**src/rtl/tgd_pkg.sv**
```systemverilog
// ----------------------------------------------------------------------------
// tgd_pkg
// Shared constants, types and zone functions for the thumbstick gesture
// decoder.
// ----------------------------------------------------------------------------
package tgd_pkg;

  // table sizes
  localparam int unsigned GLYPHS  = 32;
  localparam int unsigned STROKES = 5;

  // field widths
  localparam int unsigned ANGLE_W  = 12;
  localparam int unsigned ACT_W    = 32;
  localparam int unsigned HOLD_W   = 10;
  localparam int unsigned THR_W    = 8;
  localparam int unsigned CODE_W   = 3;
  localparam int unsigned PAT_W    = CODE_W * STROKES;
  localparam int unsigned PAT_IN_W = 15;
  localparam int unsigned CFG_W    = 10;

  // derived counter and address widths
  localparam int unsigned GCNT_W  = $clog2(GLYPHS + 1);
  localparam int unsigned GADDR_W = (GLYPHS > 1) ? $clog2(GLYPHS) : 1;
  localparam int unsigned SCNT_W  = $clog2(STROKES + 1);
  localparam int unsigned SIDX_W  = (STROKES > 1) ? $clog2(STROKES) : 1;

  // wheel table: index is direction * 4 + button
  localparam int unsigned WHEEL_DEPTH = 32;
  localparam int unsigned WHEEL_AW    = 5;

  // request codes
  localparam logic [1:0] REQ_STICK = 2'd0;
  localparam logic [1:0] REQ_GLYPH = 2'd1;
  localparam logic [1:0] REQ_WHEEL = 2'd2;

  // configuration register indexes
  localparam logic [1:0] CFG_THRESH     = 2'd0;
  localparam logic [1:0] CFG_GLYPH_HOLD = 2'd1;
  localparam logic [1:0] CFG_WHEEL_HOLD = 2'd2;

  // configuration reset values
  localparam logic [THR_W-1:0]  THRESH_RST     = THR_W'(179);
  localparam logic [HOLD_W-1:0] GLYPH_HOLD_RST = HOLD_W'(100);
  localparam logic [HOLD_W-1:0] WHEEL_HOLD_RST = HOLD_W'(10);

  // stroke codes
  localparam logic [CODE_W-1:0] STROKE_LEFT  = 3'd1;
  localparam logic [CODE_W-1:0] STROKE_RIGHT = 3'd2;
  localparam logic [CODE_W-1:0] STROKE_UP    = 3'd3;
  localparam logic [CODE_W-1:0] STROKE_DOWN  = 3'd4;

  // button indexes
  localparam logic [1:0] BTN_A = 2'd0;
  localparam logic [1:0] BTN_B = 2'd1;
  localparam logic [1:0] BTN_X = 2'd2;
  localparam logic [1:0] BTN_Y = 2'd3;

  // zone edges in 1/8 degree
  localparam logic signed [ANGLE_W-1:0] Z22  = ANGLE_W'(180);
  localparam logic signed [ANGLE_W-1:0] Z45  = ANGLE_W'(360);
  localparam logic signed [ANGLE_W-1:0] Z67  = ANGLE_W'(540);
  localparam logic signed [ANGLE_W-1:0] Z112 = ANGLE_W'(900);
  localparam logic signed [ANGLE_W-1:0] Z135 = ANGLE_W'(1080);
  localparam logic signed [ANGLE_W-1:0] Z157 = ANGLE_W'(1260);

  // glyph table write port
  typedef struct packed {
    logic               en;
    logic [GADDR_W-1:0] addr;
    logic [PAT_W-1:0]   pattern;
    logic [ACT_W-1:0]   action;
  } tgd_glyph_wr_t;

  // glyph search outcome
  typedef struct packed {
    logic             done;
    logic             hit;
    logic [ACT_W-1:0] action;
  } tgd_scan_res_t;

  // 4-way zone, lower edge inclusive, upper edge exclusive
  function automatic logic [CODE_W-1:0] zone4(input logic signed [ANGLE_W-1:0] a);
    logic [CODE_W-1:0] z;
    if (a >= -Z135 && a < -Z45)      z = STROKE_LEFT;
    else if (a >= Z45 && a < Z135)   z = STROKE_RIGHT;
    else if (a >= -Z45 && a <= Z45)  z = STROKE_UP;
    else                             z = STROKE_DOWN;
    return z;
  endfunction

  // 8-way zone, 0 up then clockwise, everything left over is down
  function automatic logic [2:0] zone8(input logic signed [ANGLE_W-1:0] a);
    logic [2:0] z;
    if (a >= -Z22 && a < Z22)         z = 3'd0;
    else if (a >= Z22 && a < Z67)     z = 3'd1;
    else if (a >= Z67 && a < Z112)    z = 3'd2;
    else if (a >= Z112 && a < Z157)   z = 3'd3;
    else if (a >= -Z157 && a < -Z112) z = 3'd5;
    else if (a >= -Z112 && a < -Z67)  z = 3'd6;
    else if (a >= -Z67 && a < -Z22)   z = 3'd7;
    else                              z = 3'd4;
    return z;
  endfunction

endpackage

```
**src/rtl/tgd_ram.sv**
```systemverilog
// ----------------------------------------------------------------------------
// tgd_ram
// Generic single write port, single read port RAM with registered read data.
// ----------------------------------------------------------------------------
module tgd_ram #(
  parameter int unsigned Width = 8,
  parameter int unsigned Depth = 32
) (
  input  logic                                      clk_i,
  input  logic                                      we_i,
  input  logic [((Depth > 1) ? $clog2(Depth) : 1)-1:0] waddr_i,
  input  logic [Width-1:0]                          wdata_i,
  input  logic                                      re_i,
  input  logic [((Depth > 1) ? $clog2(Depth) : 1)-1:0] raddr_i,
  output logic [Width-1:0]                          rdata_o
);

  logic [Width-1:0] mem_q [Depth];
  logic [Width-1:0] rdata_q;

  // write port
  always_ff @(posedge clk_i) begin
    if (we_i) begin
      mem_q[waddr_i] <= wdata_i;
    end
  end

  // registered read port
  always_ff @(posedge clk_i) begin
    if (re_i) begin
      rdata_q <= mem_q[raddr_i];
    end
  end

  assign rdata_o = rdata_q;

endmodule

```
**src/rtl/tgd_glyph_scan.sv**
```systemverilog
// ----------------------------------------------------------------------------
// tgd_glyph_scan
// Glyph table storage and a sequential search that walks the loaded entries
// one per cycle through a single pattern comparator.
// ----------------------------------------------------------------------------
module tgd_glyph_scan (
  input  logic                          clk_i,
  input  logic                          rst_ni,
  input  tgd_pkg::tgd_glyph_wr_t        wr_i,
  input  logic                          start_i,
  input  logic [tgd_pkg::PAT_W-1:0]     key_i,
  input  logic [tgd_pkg::GCNT_W-1:0]    count_i,
  output tgd_pkg::tgd_scan_res_t        res_o
);
  import tgd_pkg::*;

  logic                     busy_q, busy_d;
  logic                     cmp_q, cmp_d;
  logic [GCNT_W-1:0]        idx_q, idx_d;
  logic [PAT_W-1:0]         key_q, key_d;
  logic                     done_q, done_d;
  logic                     hit_q, hit_d;
  logic [ACT_W-1:0]         act_q, act_d;
  logic                     issue;
  logic                     match;
  logic                     finish;
  logic [ACT_W+PAT_W-1:0]   rd_word;

  // glyph entries: action above pattern
  tgd_ram #(
    .Width(ACT_W + PAT_W),
    .Depth(GLYPHS)
  ) u_glyph_ram (
    .clk_i  (clk_i),
    .we_i   (wr_i.en),
    .waddr_i(wr_i.addr),
    .wdata_i({wr_i.action, wr_i.pattern}),
    .re_i   (issue),
    .raddr_i(idx_q[GADDR_W-1:0]),
    .rdata_o(rd_word)
  );

  // compare the entry read last cycle, issue the next read
  always_comb begin
    match  = cmp_q && (rd_word[PAT_W-1:0] == key_q);
    finish = busy_q && (match || (!cmp_q && !(idx_q < count_i)));
    issue  = busy_q && !finish && (idx_q < count_i);

    busy_d = busy_q;
    cmp_d  = issue;
    idx_d  = idx_q;
    key_d  = key_q;
    done_d = finish;
    hit_d  = match;
    act_d  = act_q;

    if (issue) begin
      idx_d = idx_q + GCNT_W'(1);
    end
    if (finish) begin
      busy_d = 1'b0;
      act_d  = rd_word[ACT_W+PAT_W-1:PAT_W];
    end
    if (start_i) begin
      busy_d = 1'b1;
      cmp_d  = 1'b0;
      idx_d  = '0;
      key_d  = key_i;
    end
  end

  // control state
  always_ff @(posedge clk_i or negedge rst_ni) begin
    if (!rst_ni) begin
      busy_q <= 1'b0;
      cmp_q  <= 1'b0;
      idx_q  <= '0;
      done_q <= 1'b0;
      hit_q  <= 1'b0;
    end else begin
      busy_q <= busy_d;
      cmp_q  <= cmp_d;
      idx_q  <= idx_d;
      done_q <= done_d;
      hit_q  <= hit_d;
    end
  end

  // search key and matched action
  always_ff @(posedge clk_i) begin
    key_q <= key_d;
    act_q <= act_d;
  end

  assign res_o.done   = done_q;
  assign res_o.hit    = hit_q;
  assign res_o.action = act_q;

endmodule

```
**src/rtl/thumbstick_gesture_decoder.sv**
```systemverilog
// ----------------------------------------------------------------------------
// thumbstick_gesture_decoder
// Sorts stick samples into stroke and wheel zones, fires wheel actions and
// matches stroke sequences against a loaded glyph table on release.
// ----------------------------------------------------------------------------
// Items are taken one at a time; a glyph or wheel load keeps the block in
// the idle state. A deflected stick sample passes through the done state,
// after the wheel state when a button is held (one wheel table read). A
// release after strokes, unless a wheel action fired, walks the glyph table
// one entry per cycle through its single read port and comparator. Results
// sit in an output register, so a load can be taken while one is pending.
module thumbstick_gesture_decoder (
  input  logic                             clk_i,
  input  logic                             rst_ni,
  // item channel
  input  logic                             in_valid_i,
  output logic                             in_stall_o,
  input  logic [1:0]                       req_type_i,
  input  logic signed [tgd_pkg::ANGLE_W-1:0] angle_i,
  input  logic [7:0]                       radius_i,
  input  logic                             btn_a_i,
  input  logic                             btn_b_i,
  input  logic                             btn_x_i,
  input  logic                             btn_y_i,
  input  logic [tgd_pkg::PAT_IN_W-1:0]     pattern_i,
  input  logic [tgd_pkg::ACT_W-1:0]        action_code_i,
  input  logic [2:0]                       wheel_dir_i,
  input  logic [1:0]                       wheel_button_i,
  // result channel
  output logic                             out_valid_o,
  input  logic                             out_stall_i,
  output logic                             fire_o,
  output logic [tgd_pkg::ACT_W-1:0]        action_out_o,
  output logic [tgd_pkg::HOLD_W-1:0]       hold_time_o,
  output logic                             abxy_enable_o,
  // register writes
  input  logic                             cfg_valid_i,
  output logic                             cfg_ready_o,
  input  logic [1:0]                       cfg_index_i,
  input  logic [tgd_pkg::CFG_W-1:0]        cfg_data_i
);
  import tgd_pkg::*;

  typedef enum logic [3:0] {
    S_IDLE  = 4'b0001,
    S_WHEEL = 4'b0010,
    S_SCAN  = 4'b0100,
    S_DONE  = 4'b1000
  } state_e;

  state_e                          state_q, state_d;
  logic [THR_W-1:0]                thr_q, thr_d;
  logic [HOLD_W-1:0]               ghold_q, ghold_d;
  logic [HOLD_W-1:0]               whold_q, whold_d;
  logic [STROKES-1:0][CODE_W-1:0]  strokes_q, strokes_d;
  logic [CODE_W-1:0]               last_q, last_d;
  logic [SCNT_W-1:0]               scnt_q, scnt_d;
  logic                            wused_q, wused_d;
  logic                            abxy_q, abxy_d;
  logic [GCNT_W-1:0]               gcnt_q, gcnt_d;
  logic [WHEEL_DEPTH-1:0]          wvalid_q, wvalid_d;
  logic                            wval_q, wval_d;
  logic                            res_fire_q, res_fire_d;
  logic [ACT_W-1:0]                res_act_q, res_act_d;
  logic [HOLD_W-1:0]               res_hold_q, res_hold_d;
  logic                            out_vld_q, out_vld_d;
  logic                            out_fire_q, out_fire_d;
  logic [ACT_W-1:0]                out_act_q, out_act_d;
  logic [HOLD_W-1:0]               out_hold_q, out_hold_d;
  logic                            out_abxy_q, out_abxy_d;

  logic                            in_acc;
  logic                            is_stick;
  logic                            defl;
  logic [CODE_W-1:0]               d4;
  logic [2:0]                      d8;
  logic                            btn_any;
  logic [1:0]                      bsel;
  logic                            out_xfer;
  logic                            scan_start;
  logic                            wheel_we;
  logic                            wheel_re;
  logic [WHEEL_AW-1:0]             wheel_waddr;
  logic [WHEEL_AW-1:0]             wheel_raddr;
  logic [ACT_W-1:0]                wheel_rdata;
  tgd_glyph_wr_t                   gwr;
  tgd_scan_res_t                   scan_res;

  // handshakes
  assign in_stall_o  = (state_q != S_IDLE);
  assign cfg_ready_o = 1'b1;
  assign in_acc      = in_valid_i && (state_q == S_IDLE);
  assign out_xfer    = out_vld_q && !out_stall_i;
  assign is_stick    = (req_type_i == REQ_STICK);

  // sample classification
  assign defl    = (radius_i > thr_q);
  assign d4      = zone4(angle_i);
  assign d8      = zone8(angle_i);
  assign btn_any = btn_a_i | btn_b_i | btn_x_i | btn_y_i;

  // first pressed button wins
  always_comb begin
    if (btn_a_i)      bsel = BTN_A;
    else if (btn_b_i) bsel = BTN_B;
    else if (btn_x_i) bsel = BTN_X;
    else              bsel = BTN_Y;
  end

  // table port requests
  assign gwr.en      = in_acc && (req_type_i == REQ_GLYPH) && (gcnt_q < GCNT_W'(GLYPHS));
  assign gwr.addr    = gcnt_q[GADDR_W-1:0];
  assign gwr.pattern = pattern_i[PAT_W-1:0];
  assign gwr.action  = action_code_i;
  assign wheel_we    = in_acc && (req_type_i == REQ_WHEEL);
  assign wheel_waddr = {wheel_dir_i, wheel_button_i};
  assign wheel_re    = in_acc && is_stick && defl && btn_any;
  assign wheel_raddr = {d8, bsel};
  assign scan_start  = in_acc && is_stick && !defl && (scnt_q != '0) && !wused_q;

  // wheel action table
  tgd_ram #(
    .Width(ACT_W),
    .Depth(WHEEL_DEPTH)
  ) u_wheel_ram (
    .clk_i  (clk_i),
    .we_i   (wheel_we),
    .waddr_i(wheel_waddr),
    .wdata_i(action_code_i),
    .re_i   (wheel_re),
    .raddr_i(wheel_raddr),
    .rdata_o(wheel_rdata)
  );

  // glyph table and search
  tgd_glyph_scan u_scan (
    .clk_i  (clk_i),
    .rst_ni (rst_ni),
    .wr_i   (gwr),
    .start_i(scan_start),
    .key_i  (strokes_q),
    .count_i(gcnt_q),
    .res_o  (scan_res)
  );

  // sequencer and gesture state
  always_comb begin
    state_d    = state_q;
    thr_d      = thr_q;
    ghold_d    = ghold_q;
    whold_d    = whold_q;
    strokes_d  = strokes_q;
    last_d     = last_q;
    scnt_d     = scnt_q;
    wused_d    = wused_q;
    abxy_d     = abxy_q;
    gcnt_d     = gcnt_q;
    wvalid_d   = wvalid_q;
    wval_d     = wval_q;
    res_fire_d = res_fire_q;
    res_act_d  = res_act_q;
    res_hold_d = res_hold_q;
    out_vld_d  = out_vld_q;
    out_fire_d = out_fire_q;
    out_act_d  = out_act_q;
    out_hold_d = out_hold_q;
    out_abxy_d = out_abxy_q;

    // register writes
    if (cfg_valid_i) begin
      unique case (cfg_index_i)
        CFG_THRESH:     thr_d   = cfg_data_i[THR_W-1:0];
        CFG_GLYPH_HOLD: ghold_d = cfg_data_i[HOLD_W-1:0];
        CFG_WHEEL_HOLD: whold_d = cfg_data_i[HOLD_W-1:0];
        default: ;
      endcase
    end

    if (out_xfer) begin
      out_vld_d = 1'b0;
    end

    unique case (state_q)
      S_IDLE: begin
        if (in_acc) begin
          case (req_type_i)
            REQ_GLYPH: begin
              if (gwr.en) begin
                gcnt_d = gcnt_q + GCNT_W'(1);
              end
            end
            REQ_WHEEL: begin
              wvalid_d[wheel_waddr] = 1'b1;
            end
            REQ_STICK: begin
              res_fire_d = 1'b0;
              res_act_d  = '0;
              res_hold_d = '0;
              state_d    = S_DONE;
              if (defl) begin
                abxy_d = 1'b0;
                // append a stroke when room is left and it is the first or the zone changed
                if (scnt_q < SCNT_W'(STROKES) && (scnt_q == '0 || d4 != last_q)) begin
                  strokes_d[scnt_q[SIDX_W-1:0]] = d4;
                  last_d = d4;
                  scnt_d = scnt_q + SCNT_W'(1);
                end
                if (btn_any) begin
                  wused_d = 1'b1;
                  wval_d  = wvalid_q[wheel_raddr];
                  state_d = S_WHEEL;
                end
              end else if (scnt_q != '0) begin
                // release: search unless a wheel action fired
                if (!wused_q) begin
                  state_d = S_SCAN;
                end
                strokes_d = '0;
                scnt_d    = '0;
                wused_d   = 1'b0;
                abxy_d    = 1'b1;
              end
            end
            default: ;
          endcase
        end
      end
      S_WHEEL: begin
        res_fire_d = 1'b1;
        res_act_d  = wval_q ? wheel_rdata : '0;
        res_hold_d = whold_q;
        state_d    = S_DONE;
      end
      S_SCAN: begin
        if (scan_res.done) begin
          res_fire_d = scan_res.hit;
          res_act_d  = scan_res.hit ? scan_res.action : '0;
          res_hold_d = scan_res.hit ? ghold_q : '0;
          state_d    = S_DONE;
        end
      end
      S_DONE: begin
        // move the result into the output register once it is free
        if (!out_vld_q || out_xfer) begin
          out_vld_d  = 1'b1;
          out_fire_d = res_fire_q;
          out_act_d  = res_act_q;
          out_hold_d = res_hold_q;
          out_abxy_d = abxy_q;
          state_d    = S_IDLE;
        end
      end
      default: state_d = S_IDLE;
    endcase
  end

  // control state
  always_ff @(posedge clk_i or negedge rst_ni) begin
    if (!rst_ni) begin
      state_q   <= S_IDLE;
      thr_q     <= THRESH_RST;
      ghold_q   <= GLYPH_HOLD_RST;
      whold_q   <= WHEEL_HOLD_RST;
      strokes_q <= '0;
      scnt_q    <= '0;
      wused_q   <= 1'b0;
      abxy_q    <= 1'b1;
      gcnt_q    <= '0;
      wvalid_q  <= '0;
      out_vld_q <= 1'b0;
    end else begin
      state_q   <= state_d;
      thr_q     <= thr_d;
      ghold_q   <= ghold_d;
      whold_q   <= whold_d;
      strokes_q <= strokes_d;
      scnt_q    <= scnt_d;
      wused_q   <= wused_d;
      abxy_q    <= abxy_d;
      gcnt_q    <= gcnt_d;
      wvalid_q  <= wvalid_d;
      out_vld_q <= out_vld_d;
    end
  end

  // result payload
  always_ff @(posedge clk_i) begin
    last_q     <= last_d;
    wval_q     <= wval_d;
    res_fire_q <= res_fire_d;
    res_act_q  <= res_act_d;
    res_hold_q <= res_hold_d;
    out_fire_q <= out_fire_d;
    out_act_q  <= out_act_d;
    out_hold_q <= out_hold_d;
    out_abxy_q <= out_abxy_d;
  end

  assign out_valid_o   = out_vld_q;
  assign fire_o        = out_fire_q;
  assign action_out_o  = out_act_q;
  assign hold_time_o   = out_hold_q;
  assign abxy_enable_o = out_abxy_q;

  // a result that does not fire carries no action and no hold time
  a_quiet_result: assert property (@(posedge clk_i) disable iff (!rst_ni)
    out_valid_o && !fire_o |-> action_out_o == '0 && hold_time_o == '0)
    else $error("result without fire carries an action");

  // stroke count stays within the stroke buffer
  a_stroke_bound: assert property (@(posedge clk_i) disable iff (!rst_ni)
    scnt_q <= SCNT_W'(STROKES))
    else $error("stroke count overflow");

  // a wheel action only fires while strokes are held
  a_wheel_strokes: assert property (@(posedge clk_i) disable iff (!rst_ni)
    wused_q |-> scnt_q != '0)
    else $error("wheel flag set without strokes");

  // a released stick leaves no strokes behind
  a_release_clears: assert property (@(posedge clk_i) disable iff (!rst_ni)
    in_acc && is_stick && !defl |=> scnt_q == '0 && !wused_q)
    else $error("strokes not cleared on release");

  // the search only reports back while the sequencer waits for it
  a_scan_owner: assert property (@(posedge clk_i) disable iff (!rst_ni)
    scan_res.done |-> state_q == S_SCAN)
    else $error("glyph search finished outside its wait state");

endmodule

```
**config.mk**
```make
export PLATFORM = sky130hd
export DESIGN_NAME = thumbstick_gesture_decoder
export DESIGN_NICKNAME = d
export VERILOG_FILES = /design/src/rtl/tgd_pkg.sv /design/src/rtl/tgd_ram.sv /design/src/rtl/tgd_glyph_scan.sv /design/src/rtl/thumbstick_gesture_decoder.sv
export SDC_FILE = /design/constraint.sdc
export NUM_CORES = 2
export LEC_CHECK = 0
export BUFFER_PORTS_ARGS = -buffer_cell sky130_fd_sc_hd__clkbuf_2
export CORE_ASPECT_RATIO = 1.1
export CORE_MARGIN = 5
export CORE_UTILIZATION = 25
export CTS_CLUSTER_SIZE = 24
export DETAILED_ROUTE_END_ITERATION = 8
export PLACE_DENSITY_LB_ADDON = 0.2
export SLEW_MARGIN = 20
export SYNTH_ARGS = -nofsm -noshare
export SYNTH_HDL_FRONTEND = slang
export SYNTH_HIERARCHICAL = 1
export SYNTH_SLANG_ARGS = --single-unit
```
**constraint.sdc**
```tcl
create_clock -name clk_i -period 13.1 [get_ports clk_i]
set_input_delay 2.62 -clock clk_i [delete_from_list [all_inputs] [get_ports clk_i]]
set_output_delay 2.62 -clock clk_i [all_outputs]
set_load 0.005 [all_outputs]
```
==> out/qor.log <==
[route] residual DRC count 0
[synth] sequential area share after synthesis 76.6%
[grt] number of antenna violations at the first check in global routing 26
[floorplan] total die area 457000 sq um
[sta] ratio of final minimum period to clock period 47.6%
[synth] post-synth top area cell sky130_fd_sc_hd__edfxtp_1
[place] total placed cells including tap cells 12.0k
[clocking] number of setup buffers added after CTS 0
[sta] worst slack on hold paths 0.397 ns
[worst_setup_path] crit path max fanout 54
[final_layout] signed area change from the synthesized netlist to the final layout 15.9%
[sta] Final min period 6.23 ns
[route] vias per cell 4.52
[clocking] number of buffers inserted during clock tree synthesis 314
[route] residual antenna-violating net count after detailed routing 0
[clocking] CTS Buffer Depth 4
[pwr] total chip power 22.2 mW
[synth] number of warnings reported in the yosys synthesis log 6
[clocking] TritonCTS clock tree built
[sta] count of endpoints failing setup in the final report 0
[place] Final GP Congestion 0.734
[synth] synthesized-area fraction occupied by xor and xnor cells 0.158%
[floorplan] Vert. Die Dim 709 microns
[synth] Yosys top cell area share 74.3%
[place] sum of net half-perimeters after detailed placement 165000 microns
[floorplan] IO Count 142
[clocking] post-CTS sizing 0
[grt] pin count of the biggest net entering global routing 134
[synth] Synth Area in Compound Gates 5.43%
[synth] ranking of synthesized cells by area sky130_fd_sc_hd__edfxtp_1 74%, sky130_fd_sc_hd__mux2i_1 12%, sky130_fd_sc_hd__dfrtp_1 2.0%
[pwr] peak supply drop 152 uV
[sta] number of hold violations in the final report 0
[worst_setup_path] CP Data Required Time 13.72 ns
[synth] basic-gate share of the synthesized area counting and, or, nand and nor cells 3.53%
[final_layout] layout cell share with drive strength beyond 1 12.8%
[clocking] clock slew at reported path FFs 0.06 ns
[worst_setup_path] crit path capture type register
[final_layout] finished layout cell area 129000 sq um
[place] worst slack at placement 5.92 ns
[clocking] clock latency reported for the late side of the worst-skew pair 0.91 ns
[synth] most used flip-flop cell after synthesis sky130_fd_sc_hd__edfxtp_1
[pwr] Pwr per Cell Area 172 nW/um^2
[hold_path] worst min-delay path class register to register
[synth] mean instance size in the synthesized netlist 17.6 sq um
[synth] combinational family with the most area after synthesis multiplexers
[sta] largest clock skew in the final design 0.0491 ns
[clocking] H-Tree Depth 5
[worst_setup_path] critical path type input port to register
[clocking] Post-CTS Hold Buffers 0
[synth] synthesized cell area 111000 sq um
[job] max cap viols 0
[synth] synthesized netlist net count 6399
[synth] area share of fa/ha/maj cells after synthesis 0.192%
[route] drt pass-1 iters 8
[final_layout] nets@finish 6653
[route] post-DR wirelength/cell 24.3 microns
[synth] register bit count reported by yosys 2846
[final_layout] fin cells 12.6k
[sta] Slew Limit Headroom 23.4%
[place] number of I/O port buffers 138
[final_layout] leading cell type in the layout, fill and taps excluded sky130_fd_sc_hd__edfxtp_1
[synth] proportion of synthesized area in mux cells 12.0%
[sta] total negative slack 0 ns
[grt] Overall Global Routing Usage 12.9%
[pwr] Static Leak 42.3 nW
[synth] number of synthesized flops with an enable pin 2745
[floorplan] Initial Util 25.1%
[clocking] CTS Sinks 2846
[synth] library cells used by synthesis 78
[final_layout] most frequent cells in the layout 2745 x sky130_fd_sc_hd__edfxtp_1, 1299 x sky130_fd_sc_hd__mux2i_1, 323 x sky130_fd_sc_hd__clkbuf_16
[sta] maximum clock frequency 161 MHz
[sta] RSZ-0062 raised after global routing false
[grt] wire length of the first global-routing pass 431000 microns
[worst_setup_path] arrival time at the worst endpoint 6.85 ns
[synth] Mapped Cells 6287
[grt] vias in the first global route 58.1k
[clocking] cell chosen for the clock root sky130_fd_sc_hd__clkbuf_16
[floorplan] count of standard-cell rows 256
[route] vias after detailed routing 57.0k
[worst_setup_path] launching element type of the critical path input port
[outcome] status finished, final reports clean
[sta] number of max-slew violations in the final report 0
[final_layout] Finished Core Util 29.1%
[grt] Congestion Overflow GR 0
[sta] final worst-path setup slack 6.87 ns
[synth] Async S/R FF share, synth 3.55%
[floorplan] die width 645 microns
[route] number of DRC violations after detailed-routing iteration 0 3475
[place] total cell area at the placement stage 119000 sq um
[sta] transition time at the pin with the least slew margin 1.15 ns
[floorplan] Core Region 442000 sq um
[route] DRT Wirelength 306000 microns
power by group:
| part | internal [mW] | switching [mW] | leakage (nW) | total [mW] |
|---|---|---|---|---|
| Combinational | 1.22 | 2.07 | 11.5 | 3.30 |
| Sequential | 10.2 | 0.130 | 26.0 | 10.4 |
| Clock | 4.98 | 3.54 | 4.81 | 8.53 |
| Total | 16.4 | 5.75 | 42.3 | 22.2 |
critical path, cell delays in order:
cell and delay (ns):
sky130_fd_sc_hd__clkbuf_2 0.20, sky130_fd_sc_hd__nor3_1 0.32, sky130_fd_sc_hd__nand2_1 0.09, sky130_fd_sc_hd__o31ai_1 0.29
sky130_fd_sc_hd__a22oi_1 0.11, sky130_fd_sc_hd__o221ai_1 0.28, sky130_fd_sc_hd__buf_4 0.27, sky130_fd_sc_hd__and2_4 0.84
sky130_fd_sc_hd__buf_4 0.85, sky130_fd_sc_hd__a22o_1 0.26, sky130_fd_sc_hd__nor3_1 0.08, sky130_fd_sc_hd__a31oi_1 0.38
sky130_fd_sc_hd__nand3_1 0.14
cell families (layout without fill, tap and decap cells):
kind of cell,after synthesis,after routing
flops,2846,2846
mux,1331,1331
compound gates,860,860
xor+xnor,20,20
simple gates,830,830
fa+ha+maj,17,17
other cells,1,9
buf+inv,382,890
flip-flops by register name, indices dropped and copies added, names as in the netlist, 3 cells and up:
register                    cells
gcnt_q                          6
u_scan/u_glyph_ram/mem_q     1504
res_hold_q                     10
strokes_q                      15
u_scan/idx_q                    6
u_wheel_ram/mem_q            1024
whold_q                        10
u_wheel_ram/rdata_o            32
u_scan/key_q                   15
thr_q                           8
hold_time_o                    10
scnt_q                          3
u_scan/act_q                   32
res_act_q                      32
u_scan/u_glyph_ram/rdata_o     47
state_q                         4
ghold_q                        10
action_out_o                   32
last_q                          3
wvalid_q                       32
synth_stat cells, drive strengths merged, types with 14 or more instances:
cell type and instances:
edfxtp 2745, mux2i 1299, nand2 281, a21oi 255, nand3 249, a22oi 238
buf 214, a22o 200, clkbuf 140, nor2 108, nor3 97, dfrtp 89
a31oi 83, a21o 38, mux2 32, inv 28, xnor2 18, ha 17
o21ai 17, nor2b 14
final timing paths:
path | from | end | slack, ns | cells past startpoint
min in group asynchronous | rst_ni | whold_q[9] | 1.81 | 1
setup / recovery | angle_i[7] | u_wheel_ram/rdata_o[20] | 6.87 | 13
hold reg to reg | res_act_q[23] | action_out_o[23] | 0.40 | 0
max in group asynchronous | rst_ni | u_scan/idx_q[0] | 10.03 | 2
setup reg to reg | u_scan/idx_q[0] | u_scan/u_glyph_ram/rdata_o[29] | 8.08 | 8
hold / removal | res_act_q[23] | action_out_o[23] | 0.40 | 0
routing by layer:
layer | global-route usage (%) | vias to the layer above | part of all wire, %
met4 | 2.79 | 20 | 2.0
li1 | - | 25500 | -
met5 | 0 | - | 0.035
met1 | 16.4 | 30000 | 43
met2 | 23.1 | 1076 | 51
met3 | 1.93 | 400 | 3.9
layout make-up:
class	instances	area (sq um)
antenna	8	20.0
multi-input combinational	3059	24300
inverter	28	105
fill	43700	313000
clock buffer	402	8400
timing repair buffer	292	2010
clock inverter	168	1490
sequential	2846	85000
tap	5805	7260
(Power assumes the default switching activity.)
